**src/design/sdm_pkg.sv**
```systemverilog
// Shared types and constants for the signed division magic number block.
package sdm_pkg;

   // Fixed port widths.
   localparam int OPERAND_BITS  = 64;
   localparam int SHIFT_BITS    = 6;
   localparam int WORD_BITS_DEF = 64;

   // Operand pair loaded into the shared divider.
   typedef enum logic [1:0] {
      DIV_SRC_MOD = 2'd0,   // t mod |d|
      DIV_SRC_Q1  = 2'd1,   // 2^(W-1) / anc
      DIV_SRC_Q2  = 2'd2    // 2^(W-1) / |d|
   } div_src_type;

   // Commands from the controller to the datapath.
   typedef struct packed {
      logic        load;
      logic        div_start;
      div_src_type div_src;
      logic        div_step;
      logic        anc_set;
      logic        q1_set;
      logic        q2_set;
      logic        iter_step;
      logic        delta_set;
      logic        out_set;
   } sdm_cmd_type;

   // Status from the datapath to the controller.
   typedef struct packed {
      logic is_tiny;   // divisor magnitude below two
      logic stop;      // doubling loop has reached its end condition
   } sdm_status_type;

endpackage

```
**src/design/sdm_dpath.sv**
```systemverilog
// Datapath: divisor magnitude, shared restoring divider, doubling loop and result registers.
module sdm_dpath import sdm_pkg::*; #(
   parameter int WORD_BITS = WORD_BITS_DEF
) (
   input  logic                           clock,
   input  sdm_cmd_type                    cmd,
   output sdm_status_type                 status,
   input  logic signed [OPERAND_BITS-1:0] req_divisor,
   output logic        [OPERAND_BITS-1:0] rsp_magic_multiplier,
   output logic        [SHIFT_BITS-1:0]   rsp_post_shift,
   output logic                           rsp_valid_res
);

   localparam logic [WORD_BITS-1:0] HALF    = {1'b1, {(WORD_BITS-1){1'b0}}};
   localparam logic [WORD_BITS-1:0] HALF_M1 = {1'b0, {(WORD_BITS-1){1'b1}}};

   logic [WORD_BITS-1:0]  d_word;
   logic [WORD_BITS-1:0]  ad_in;
   logic [WORD_BITS-1:0]  ad_ff;
   logic                  neg_ff;
   logic [WORD_BITS-1:0]  anc_raw;
   logic [WORD_BITS-1:0]  anc_ff;

   logic [WORD_BITS-1:0]  div_num_ff;
   logic [WORD_BITS-1:0]  div_den_ff;
   logic [WORD_BITS-1:0]  div_rem_ff;
   logic [WORD_BITS:0]    div_trial;
   logic                  div_ge;
   logic [WORD_BITS-1:0]  div_num_in;
   logic [WORD_BITS-1:0]  div_den_in;

   logic [WORD_BITS-1:0]  q1_ff;
   logic [WORD_BITS-1:0]  r1_ff;
   logic [WORD_BITS-1:0]  q2_ff;
   logic [WORD_BITS-1:0]  r2_ff;
   logic [WORD_BITS-1:0]  r1_dbl;
   logic [WORD_BITS-1:0]  r2_dbl;
   logic                  r1_ge;
   logic                  r2_ge;
   logic [WORD_BITS-1:0]  delta_ff;
   logic [WORD_BITS-1:0]  q2p1_ff;
   logic [SHIFT_BITS-1:0] shift_ff;
   logic [WORD_BITS-1:0]  magic_word;

   // Only the low word of the divisor counts; take its magnitude.
   assign d_word = req_divisor[WORD_BITS-1:0];
   assign ad_in  = d_word[WORD_BITS-1] ? ('0 - d_word) : d_word;

   always_ff @(posedge clock) begin
      if (cmd.load) begin
         ad_ff  <= ad_in;
         neg_ff <= d_word[WORD_BITS-1];
      end
   end

   assign status.is_tiny = (ad_ff[WORD_BITS-1:1] == '0);

   // Operand selection for the shared divider.
   always_comb begin
      case (cmd.div_src)
         DIV_SRC_MOD: begin
            div_num_in = neg_ff ? (HALF | WORD_BITS'(1)) : HALF;
            div_den_in = ad_ff;
         end
         DIV_SRC_Q1: begin
            div_num_in = HALF;
            div_den_in = anc_ff;
         end
         DIV_SRC_Q2: begin
            div_num_in = HALF;
            div_den_in = ad_ff;
         end
         default: begin
            div_num_in = HALF;
            div_den_in = ad_ff;
         end
      endcase
   end

   // Restoring divider: one quotient bit per cycle, quotient builds up in div_num_ff.
   assign div_trial = {div_rem_ff, div_num_ff[WORD_BITS-1]};
   assign div_ge    = (div_trial >= {1'b0, div_den_ff});

   always_ff @(posedge clock) begin
      if (cmd.div_start) begin
         div_num_ff <= div_num_in;
         div_den_ff <= div_den_in;
         div_rem_ff <= '0;
      end else if (cmd.div_step) begin
         div_num_ff <= {div_num_ff[WORD_BITS-2:0], div_ge};
         div_rem_ff <= div_ge ? WORD_BITS'(div_trial - {1'b0, div_den_ff})
                              : div_trial[WORD_BITS-1:0];
      end
   end

   // anc = t - 1 - (t mod |d|), never zero.
   assign anc_raw = (neg_ff ? HALF : HALF_M1) - div_rem_ff;

   always_ff @(posedge clock) begin
      if (cmd.anc_set) begin
         anc_ff <= (anc_raw == '0) ? WORD_BITS'(1) : anc_raw;
      end
   end

   // Doubling step of both quotient and remainder pairs.
   assign r1_dbl = {r1_ff[WORD_BITS-2:0], 1'b0};
   assign r2_dbl = {r2_ff[WORD_BITS-2:0], 1'b0};
   assign r1_ge  = (r1_dbl >= anc_ff);
   assign r2_ge  = (r2_dbl >= ad_ff);

   always_ff @(posedge clock) begin
      if (cmd.q1_set) begin
         q1_ff <= div_num_ff;
         r1_ff <= div_rem_ff;
      end else if (cmd.iter_step) begin
         q1_ff <= {q1_ff[WORD_BITS-2:0], r1_ge};
         r1_ff <= r1_ge ? (r1_dbl - anc_ff) : r1_dbl;
      end
   end

   always_ff @(posedge clock) begin
      if (cmd.q2_set) begin
         q2_ff    <= div_num_ff;
         r2_ff    <= div_rem_ff;
         shift_ff <= '1;
      end else if (cmd.iter_step) begin
         q2_ff    <= {q2_ff[WORD_BITS-2:0], r2_ge};
         r2_ff    <= r2_ge ? (r2_dbl - ad_ff) : r2_dbl;
         shift_ff <= shift_ff + 1'b1;
      end
   end

   // Distance to the stopping bound, and the unsigned multiplier candidate.
   always_ff @(posedge clock) begin
      if (cmd.delta_set) begin
         delta_ff <= ad_ff - r2_ff;
         q2p1_ff  <= q2_ff + 1'b1;
      end
   end

   assign status.stop = !((q1_ff < delta_ff) || ((q1_ff == delta_ff) && (r1_ff == '0)));

   // Result registers; a tiny divisor gives an all-zero result.
   assign magic_word = neg_ff ? ('0 - q2p1_ff) : q2p1_ff;

   always_ff @(posedge clock) begin
      if (cmd.out_set) begin
         if (status.is_tiny) begin
            rsp_magic_multiplier <= '0;
            rsp_post_shift       <= '0;
            rsp_valid_res        <= 1'b0;
         end else begin
            rsp_magic_multiplier <= OPERAND_BITS'(magic_word);
            rsp_post_shift       <= shift_ff;
            rsp_valid_res        <= 1'b1;
         end
      end
   end

endmodule

```
**src/design/sdm_ctrl.sv**
```systemverilog
// Controller: sequences the three divisions, the doubling loop and the result handshake.
module sdm_ctrl import sdm_pkg::*; #(
   parameter int WORD_BITS = WORD_BITS_DEF
) (
   input  logic           clock,
   input  logic           reset,
   input  logic           req_valid,
   output logic           req_ready,
   output logic           rsp_valid,
   input  logic           rsp_ready,
   input  sdm_status_type status,
   output sdm_cmd_type    cmd
);

   localparam int CNT_BITS = $clog2(WORD_BITS);
   localparam logic [CNT_BITS-1:0] CNT_LAST = CNT_BITS'(WORD_BITS - 1);

   typedef enum logic [12:0] {
      ST_IDLE      = 13'b0000000000001,
      ST_START_MOD = 13'b0000000000010,
      ST_DIV_MOD   = 13'b0000000000100,
      ST_SET_ANC   = 13'b0000000001000,
      ST_START_Q1  = 13'b0000000010000,
      ST_DIV_Q1    = 13'b0000000100000,
      ST_CAP_Q1    = 13'b0000001000000,
      ST_DIV_Q2    = 13'b0000010000000,
      ST_CAP_Q2    = 13'b0000100000000,
      ST_STEP      = 13'b0001000000000,
      ST_DELTA     = 13'b0010000000000,
      ST_CHECK     = 13'b0100000000000,
      ST_FINISH    = 13'b1000000000000
   } state_type;

   state_type           state_ff, state_in;
   logic [CNT_BITS-1:0] cnt_ff, cnt_in;
   logic                rsp_valid_ff, rsp_valid_in;
   logic                cnt_last;

   assign req_ready = (state_ff == ST_IDLE);
   assign rsp_valid = rsp_valid_ff;
   assign cnt_last  = (cnt_ff == CNT_LAST);

   // Next state, counter and datapath commands.
   always_comb begin
      state_in = state_ff;
      cnt_in   = cnt_ff;
      cmd      = '0;
      cmd.div_src = DIV_SRC_MOD;
      unique case (state_ff)
         ST_IDLE: begin
            if (req_valid) begin
               cmd.load = 1'b1;
               state_in = ST_START_MOD;
            end
         end
         ST_START_MOD: begin
            cnt_in = '0;
            if (status.is_tiny) begin
               state_in = ST_FINISH;
            end else begin
               cmd.div_start = 1'b1;
               cmd.div_src   = DIV_SRC_MOD;
               state_in      = ST_DIV_MOD;
            end
         end
         ST_DIV_MOD: begin
            cmd.div_step = 1'b1;
            cnt_in       = cnt_ff + 1'b1;
            if (cnt_last) begin
               cnt_in   = '0;
               state_in = ST_SET_ANC;
            end
         end
         ST_SET_ANC: begin
            cmd.anc_set = 1'b1;
            state_in    = ST_START_Q1;
         end
         ST_START_Q1: begin
            cmd.div_start = 1'b1;
            cmd.div_src   = DIV_SRC_Q1;
            state_in      = ST_DIV_Q1;
         end
         ST_DIV_Q1: begin
            cmd.div_step = 1'b1;
            cnt_in       = cnt_ff + 1'b1;
            if (cnt_last) begin
               cnt_in   = '0;
               state_in = ST_CAP_Q1;
            end
         end
         ST_CAP_Q1: begin
            // Capture the first quotient while the divider reloads.
            cmd.q1_set    = 1'b1;
            cmd.div_start = 1'b1;
            cmd.div_src   = DIV_SRC_Q2;
            state_in      = ST_DIV_Q2;
         end
         ST_DIV_Q2: begin
            cmd.div_step = 1'b1;
            cnt_in       = cnt_ff + 1'b1;
            if (cnt_last) begin
               cnt_in   = '0;
               state_in = ST_CAP_Q2;
            end
         end
         ST_CAP_Q2: begin
            cmd.q2_set = 1'b1;
            cnt_in     = '0;
            state_in   = ST_STEP;
         end
         ST_STEP: begin
            cmd.iter_step = 1'b1;
            state_in      = ST_DELTA;
         end
         ST_DELTA: begin
            cmd.delta_set = 1'b1;
            state_in      = ST_CHECK;
         end
         ST_CHECK: begin
            // The loop ends on its condition or after a full word of steps.
            if (status.stop || cnt_last) begin
               state_in = ST_FINISH;
            end else begin
               cnt_in   = cnt_ff + 1'b1;
               state_in = ST_STEP;
            end
         end
         ST_FINISH: begin
            if (!rsp_valid_ff || rsp_ready) begin
               cmd.out_set = 1'b1;
               state_in    = ST_IDLE;
            end
         end
         default: begin
            state_in = ST_IDLE;
         end
      endcase
   end

   // Result valid holds until the receiver takes the item.
   always_comb begin
      rsp_valid_in = rsp_valid_ff && !rsp_ready;
      if (cmd.out_set) begin
         rsp_valid_in = 1'b1;
      end
   end

   always_ff @(posedge clock) begin
      if (reset) begin
         state_ff     <= ST_IDLE;
         cnt_ff       <= '0;
         rsp_valid_ff <= 1'b0;
      end else begin
         state_ff     <= state_in;
         cnt_ff       <= cnt_in;
         rsp_valid_ff <= rsp_valid_in;
      end
   end

endmodule

```
**src/design/signed_division_magic_number.sv**
```systemverilog
// Top level of the signed division magic number generator.
//
// Takes one signed divisor item on the req_ channel (valid/ready) and returns
// one item on the rsp_ channel: the multiply-high magic multiplier, the
// arithmetic post-shift, and a flag that is low for divisors 0, 1 and -1
// (those items carry zero multiplier and shift).
// Only the low WORD_BITS bits of the divisor are used; the multiplier comes
// back zero-extended to 64 bits.
// The three divisions go one bit per cycle through a single shared
// restoring divider, and each doubling step goes through an update, a
// bound and a compare state; the loop runs at most WORD_BITS steps. A
// divisor of magnitude below two skips the divisions and the loop.
// One item is worked on at a time; req_ready is high only while idle, so
// a new item is only taken once the last result is in the output register.
// A finished result sits in the output register, so a new item is accepted
// while the receiver stalls; the next result waits until that one is taken.
// Reset returns the controller to idle and drops rsp_valid.
module signed_division_magic_number import sdm_pkg::*; #(
   parameter int WORD_BITS = WORD_BITS_DEF
) (
   input  logic                           clock,
   input  logic                           reset,
   input  logic                           req_valid,
   output logic                           req_ready,
   input  logic signed [OPERAND_BITS-1:0] req_divisor,
   output logic                           rsp_valid,
   input  logic                           rsp_ready,
   output logic        [OPERAND_BITS-1:0] rsp_magic_multiplier,
   output logic        [SHIFT_BITS-1:0]   rsp_post_shift,
   output logic                           rsp_valid_res
);

   sdm_cmd_type    cmd;
   sdm_status_type status;

   // Sequencer.
   sdm_ctrl #(
      .WORD_BITS (WORD_BITS)
   ) u_ctrl (
      .clock     (clock),
      .reset     (reset),
      .req_valid (req_valid),
      .req_ready (req_ready),
      .rsp_valid (rsp_valid),
      .rsp_ready (rsp_ready),
      .status    (status),
      .cmd       (cmd)
   );

   // Arithmetic and result registers.
   sdm_dpath #(
      .WORD_BITS (WORD_BITS)
   ) u_dpath (
      .clock                (clock),
      .cmd                  (cmd),
      .status               (status),
      .req_divisor          (req_divisor),
      .rsp_magic_multiplier (rsp_magic_multiplier),
      .rsp_post_shift       (rsp_post_shift),
      .rsp_valid_res        (rsp_valid_res)
   );

endmodule

```
**config.mk**
```make
export PLATFORM = sky130hd
export DESIGN_NAME = signed_division_magic_number
export DESIGN_NICKNAME = d
export VERILOG_FILES = /design/src/design/sdm_pkg.sv /design/src/design/sdm_dpath.sv /design/src/design/sdm_ctrl.sv /design/src/design/signed_division_magic_number.sv
export SDC_FILE = /design/constraint.sdc
export NUM_CORES = 2
export LEC_CHECK = 0
export BUFFER_PORTS_ARGS = -buffer_cell sky130_fd_sc_hd__buf_2
export CAP_MARGIN = 15
export CORE_MARGIN = 2
export CORE_UTILIZATION = 27
export CTS_CLUSTER_SIZE = 28
export DETAILED_ROUTE_END_ITERATION = 8
export HOLD_SLACK_MARGIN = 0.06
export SETUP_SLACK_MARGIN = 0.3
export SLEW_MARGIN = 25
export SYNTH_ARGS = -nofsm -noshare
export SYNTH_HDL_FRONTEND = slang
export SYNTH_SLANG_ARGS = --single-unit
```
**constraint.sdc**
```tcl
create_clock -name clock -period 13.5 [get_ports clock]
set_input_delay 0 -clock clock [delete_from_list [all_inputs] [get_ports clock]]
set_output_delay 0 -clock clock [all_outputs]
set_load 0.1 [all_outputs]
```
=== After elaboration in Yosys (flattened, before gate mapping) ===
Cells that the tools add are included.
W data, S select, Z words.

* Input port bits: 68
* Bits in registers: 802
* Bits in writable memories: 0
* Memories kept: 0
* Output and inout bits: 73
* Bits in latches: 0
* Logic and storage cells: 120
* Bits in read-only memories: 0

* Bitwise gates (word level): 0
* Order comparisons: 4
* Add/subtract/negate cells: 10
* Reductions and logical operators: 20
* Mux-type cells: 44
* Shift-type cells: 0
* $mul: 0
* Divide/modulo/power cells: 0
* Equal/unequal tests: 22

{| class="wikitable"
|+ Operators by type and width
! cell !! count
|-
| $mux W64 || 17
|-
| $sub A64 B64 Y64 || 5
|-
| $pmux W13 S13 || 1
|-
| $ge A64 B64 Y1 || 2
|-
| $logic_not A64 Y1 || 2
|-
| $sub A1 B64 Y64 const A || 2
|-
| $mux W13 || 7
|-
| $ge A65 B64 Y1 || 1
|-
| $add A64 B1 Y64 const B || 1
|-
| $eq A64 B64 Y1 || 1
|-
| $lt A64 B64 Y1 || 1
|-
| $logic_not A63 Y1 || 1
|-
| $mux W63 || 1
|-
| $pmux W6 S3 || 1
|-
| $eq A13 B1 Y1 const B || 1
|-
| $eq A13 B10 Y1 const B || 1
|-
| $eq A13 B11 Y1 const B || 1
|-
| $eq A13 B12 Y1 const B || 1
|-
| $eq A13 B13 Y1 const B || 1
|-
| $eq A13 B2 Y1 const B || 1
|-
| $eq A13 B3 Y1 const B || 1
|-
| $eq A13 B4 Y1 const B || 1
|-
| $eq A13 B5 Y1 const B || 1
|-
| $eq A13 B6 Y1 const B || 1
|-
| other kinds (22) || 47
|}

=== Depth between registers and ports, before layout ===
* Depth after elaboration: 7
* Depth in mapped cells: 18
* Mapped depth without buffers: 16

=== By module ===
Synthesis repeated with hierarchy kept, for this count alone.

* Cells, all modules: 6026
* Area total of the unflattened synthesis: 56583.0 µm²

{| class="wikitable"
|+ Modules (own cells, without submodules)
! module !! area each (µm²) !! sequential area each (µm²) !! cells an instance !! instances
|-
| sdm_dpath || 55344.3 || 22781.8 || 5881 || 1
|-
| sdm_ctrl || 1238.7 || 400.4 || 145 || 1
|}

=== Least setup slack after synthesis ===
No wires, ideal clock.

* Path type: register to register
* Start point: register u_ctrl.state_ff[5]
* End point: register u_ctrl.state_ff[8]
* Cell stages (with the launch flop): 9
* Setup time: 0.080 ns
* Path buffers: 1
* Slack: 1.297 ns
* Clock period less this slack: 12.203 ns
* Arrival time: 12.123 ns
* Data required time: 13.420 ns
* Path through: dfxtp_1 > clkbuf_1 > nor4_1 > nand3_1 > or3_1 > nor3b_1 > o21bai_1 > or4_1 > nor3b_1

* Word-level cells in the longest chain between the ends: 3
* Elaborated cells on any way between the ends: 20
* Those cells by class: eq/ne: 18; mux: 1; reduce/logical: 1

{| class="wikitable"
|+ RTL lines
! item !! line !! source
|-
| start: declaration || sdm_ctrl.sv:34 || <nowiki>state_type state_ff, state_in;</nowiki>
|-
| start signal: assignment || sdm_ctrl.sv:154 || <nowiki>state_ff <= state_in;</nowiki>
|-
| $eq A13 B13 Y1, or another cell as far along || sdm_ctrl.sv:49 || <nowiki>unique case (state_ff)</nowiki>
|-
| $ne A2 B1 Y1 (no source line) / $ne A2 B2 Y1 (equally long branches) || n/a ||
|-
| $reduce_and A5 Y1 (no source line) || n/a ||
|}

Several ways; a longest one is shown, not always the timed one.
A chain may end at the register's enable or synchronous reset.

=== Worst setup path in the final report ===
* Start point: register u_dpath.neg_ff
* End point: register u_dpath.anc_ff[0] (data pin)

* Word-level cells in the longest chain between the ends: 3

{| class="wikitable"
|+ RTL lines
! item !! line !! source
|-
| start: declaration || sdm_dpath.sv:20 || <nowiki>logic neg_ff;</nowiki>
|-
| start signal: assignment || sdm_dpath.sv:52 || <nowiki>neg_ff <= d_word[WORD_BITS-1];</nowiki>
|-
| $mux W64 (*) || sdm_dpath.sv:97 || <nowiki>assign anc_raw = (neg_ff ? HALF : HALF_M1) - div_rem_ff;</nowiki>
|-
| $sub A64 B64 Y64 (*) || sdm_dpath.sv:97 ||
|-
| $logic_not A64 Y1 || sdm_dpath.sv:101 || <nowiki>anc_ff <= (anc_raw == '0) ? WORD_BITS'(1) : anc_raw;</nowiki>
|-
| end signal: assignment || sdm_dpath.sv:101 ||
|-
| end: declaration || sdm_dpath.sv:22 || <nowiki>logic [WORD_BITS-1:0] anc_ff;</nowiki>
|}

Every way passes the cells marked *; elsewhere a longest branch is shown, timed or not.

==> impl_metrics.toml <==
[place]
place_congestion = 0.941
dpl.hpwl_um = 132000
placed_area_um2 = 58600
portBuffers = 140

[route]
wirelength_um = 169000
met3_length_um = 8930
via_per_inst = 5.03
ant_nets = 0
dr_wl_met2_um = 76700
drt-initial-drc-count = 3483
top_layer = "met4"
wire_per_inst_um = 18.8
firstDrtPassIters = 6
num_vias = 45100
post-route-drc-count = 0
m1WireLength_um = 75300

[setup_path]
cp_top_family = "simple AND/OR/NAND/NOR gates"
crit_top_cell = "or4_1"
critPathMaxFanout = 64
critical_path.max_stage_delay_ns = 0.58
critPathBufInv = 2
crit_type = "register to register"
worstSetupStartpointType = "register"
required_ns = 14.00
arrival_ns = 6.69
path_cells = "buf_4, ha_1, inv_1, fa_1, a21o_1, a21oi_1, xnor2_1, or4_1, or4_1, or4_1, nor4_1, nand4b_1, nor4_1, nand4b_1, or4_1, or4_1, o41ai_1"
crit_slowest_cell = "buf_4"
crit_path_end_kind = "register"

[grt]
grt_max_degree = 98
grt_first_pass_wirelength_um = 256000
antenna_found_initial = 7
grt_use_total_pct = 15.7
grt_pass1_vias = 43500
gr-total-overflow = 0

[finish]
drive_gt1_share_pct = 6.13
postLayoutCellArea_um2 = 62700
fin_nets = 6673
area_delta_synth_final_pct = 13.8

[yosys]
synth_cells = 6092
ys_seq_area_share_pct = 42.1
ys_warn_count = 0
async_reset_ff_share_pct = 0
syn_area_per_cell_um2 = 9.04
synth_ff_type = "edfxtp_1"
synth_edf_count = 712
synthesis.area_um2 = 55100
synth_nets = 6552
synth_cell_types = 84
ys_seq_elements = 802

[pwr]
powerDensity_nw_per_um2 = 108
peakVddDrop_v = 0.0000950
power.leakage_nw = 24.8

[timing]
finalMaxSlewViolations = 0
finalCritPeriodShare_pct = 45.9
slew_headroom_pct = 25.7
setup_violations = 0
worstMarginPinSlew_ns = 1.10
rsz0062_at_grt = "false"
post-route-min-period_ns = 6.20
fmax_mhz = 161
finalHoldViolCount = 0
skew_ns = 0.0650
setup_tns_ns = 0

[floorplanning]
die_w_um = 456
dieArea_um2 = 208000
start_util_pct = 27.2
core.rowCount = 165
num_io_pins = 141
core_um2 = 203000
fp.dieH_um = 456

[cts]
path_clk_slew_ns = 0.06
post_cts_buffers = 0
htreeDepth = 3
clock_path_buffers = 3
worstSkewPairLatency_ns = 0.71
root_buffer = "clkbuf_16"
cts_tree = "done"
cts_made_buffers = 91
cts.sinks = 802
cts_resized = 0

[job]
drv_cap = 0

[min_path]
hold_class = "input pin to register"

[run_status]
status = "finished, final reports clean"
[layout by cell type, fill, tap and decap left out, drive strengths merged, types with 43 or more instances in the layout]
master         n
a21o         226
o31ai         61
a31oi         43
nor2b         67
nor3          77
inv          473
nand2b        53
nand3        139
nand2        767
xnor2        266
a21oi        516
a211oi       124
edfxtp       712
buf          180
ha           387
xor2         211
o21ai        418
and3          55
clkbuf       120
dlygate4sd3  115
nand4        114
o21a          50
o21bai        48
or3           44
nor4          55
nor2         419
and2          92
dfxtp         90
[cells in the mapped netlist, types with 9 or more instances]
cell | count | area share, %
a211o_1 | 11 | 0.17
a211oi_1 | 124 | 1.7
a21boi_0 | 21 | 0.29
a21o_1 | 226 | 3.1
a21oi_1 | 516 | 4.7
a221o_1 | 9 | 0.16
a221oi_1 | 12 | 0.19
a22oi_1 | 9 | 0.12
a31oi_1 | 43 | 0.49
a41oi_1 | 12 | 0.19
and2_1 | 91 | 1.0
and3_1 | 55 | 0.62
and4_1 | 13 | 0.21
buf_1 | 14 | 0.095
clkbuf_1 | 252 | 1.7
dfxtp_1 | 90 | 3.3
edfxtp_1 | 712 | 39
ha_1 | 387 | 8.8
inv_1 | 469 | 3.2
mux2i_1 | 20 | 0.36
nand2_1 | 767 | 5.2
nand2b_1 | 53 | 0.60
nand3_1 | 139 | 1.3
nand4_1 | 113 | 1.3
nor2_1 | 418 | 2.8
nor2b_1 | 67 | 0.76
nor3_1 | 76 | 0.69
nor3b_1 | 11 | 0.15
nor4_1 | 54 | 0.61
o211ai_1 | 27 | 0.37
o21a_1 | 50 | 0.68
o21ai_0 | 415 | 3.8
o21bai_1 | 48 | 0.65
o22ai_1 | 18 | 0.20
o31ai_1 | 60 | 0.82
o41ai_1 | 19 | 0.30
or2_2 | 13 | 0.15
or3_1 | 37 | 0.42
or4_1 | 24 | 0.33
xnor2_1 | 266 | 4.2
xor2_1 | 211 | 3.4
[registers in the layout, indices dropped and copies added, names as in the netlist]
register and flops:
u_dpath.ad_ff 64, u_dpath.anc_ff 64, u_dpath.delta_ff 64, u_dpath.div_den_ff 64, u_dpath.div_num_ff 64, u_dpath.div_rem_ff 64
u_dpath.q1_ff 64, u_dpath.q2_ff 64, u_dpath.q2p1_ff 64, u_dpath.r1_ff 64, u_dpath.r2_ff 64, u_dpath.rsp_magic_multiplier 64
u_ctrl.state_ff 13, u_ctrl.cnt_ff 6, u_dpath.rsp_post_shift 6, u_dpath.shift_ff 6, u_ctrl.rsp_valid 1, u_dpath.neg_ff 1
u_dpath.rsp_valid_res 1
[per-stage QoR]
| step | util (%) | worst slack (ns) | hold slack, ns | total power, W | cells |
|---|---|---|---|---|---|
| 3_3_place_gp | 28.9 | 7.04 | 0.291 | 0.00425 | 8677 |
| 2_1_floorplan | - | 1.30 | 0.0716 | 0.00384 | 6092 |
| 3_5_place_dp | 28.9 | 7.26 | 0.287 | 0.00426 | 8677 |
| 6_report | 31.0 | 7.30 | 0.112 | 0.00675 | 8960 |
| 4_1_cts | 31.0 | 7.23 | 0.0715 | 0.00679 | 8956 |
| 5_1_grt | 31.0 | 6.87 | 0.112 | 0.00705 | 8959 |
[kinds of logic (layout without fill, tap and decap cells)]
kind of cell	count (synthesis)	count (layout)	synth area share, %
buffers and inverters	736	928	5.02
adders and majority gates	392	392	8.97
and+or+nand+nor	1983	1983	17.1
muxes	23	23	0.425
DFF	802	802	42.1
AOI/OAI and AO/OA	1679	1679	18.8
other	0	4	0
xor gates and xnor gates	477	477	7.58
[per-layer routing]
layer	up-vias	global-route usage [%]
li1	22200	-
met1	21300	20.8
met2	1300	25.7
met3	280	1.84
met4	0	7.06
met5	-	0
[final cells by class]
| cell class | instances | area (µm²) |
|---|---|---|
| multi-input combinational | 4554 | 29300 |
| timing repair buffer | 295 | 2160 |
| clock buffer | 120 | 2500 |
| clock inverter | 44 | 473 |
| sequential | 802 | 23200 |
| antenna | 4 | 10.0 |
| inverter | 469 | 1760 |
| fill | 21100 | 140000 |
| tap | 2672 | 3340 |
[what timing repair did]
| item | 4_1_cts | 5_1_grt |
|---|---|---|
| endpoints found under the setup margin | 0 | 0 |
| hold endpoints to repair | 92 | 0 |
| hold buffers | 115 | 0 |
[where the power goes]
part / switching, W / internal [W]
logic: 0.000863 / 0.000521
registers: 0.0000934 / 0.00279
clock network: 0.00104 / 0.00144
total: 0.00200 / 0.00475
[final timing paths]
kind | cells past startpoint | from | to | slack [ns]
max | 17 | u_dpath.neg_ff$_DFFE_PP_ | u_dpath.anc_ff[0]$_SDFFCE_PN1P_ | 7.30
min | 2 | req_divisor[0] | u_dpath.ad_ff[0]$_DFFE_PP_ | 0.11
max reg2reg | 17 | u_dpath.neg_ff$_DFFE_PP_ | u_dpath.anc_ff[0]$_SDFFCE_PN1P_ | 7.30
min reg2reg | 2 | u_dpath.div_rem_ff[51]$_SDFFE_PP0P_ | u_dpath.div_rem_ff[51]$_SDFFE_PP0P_ | 0.50
No activity file was read; power rests on OpenSTA's default activity.
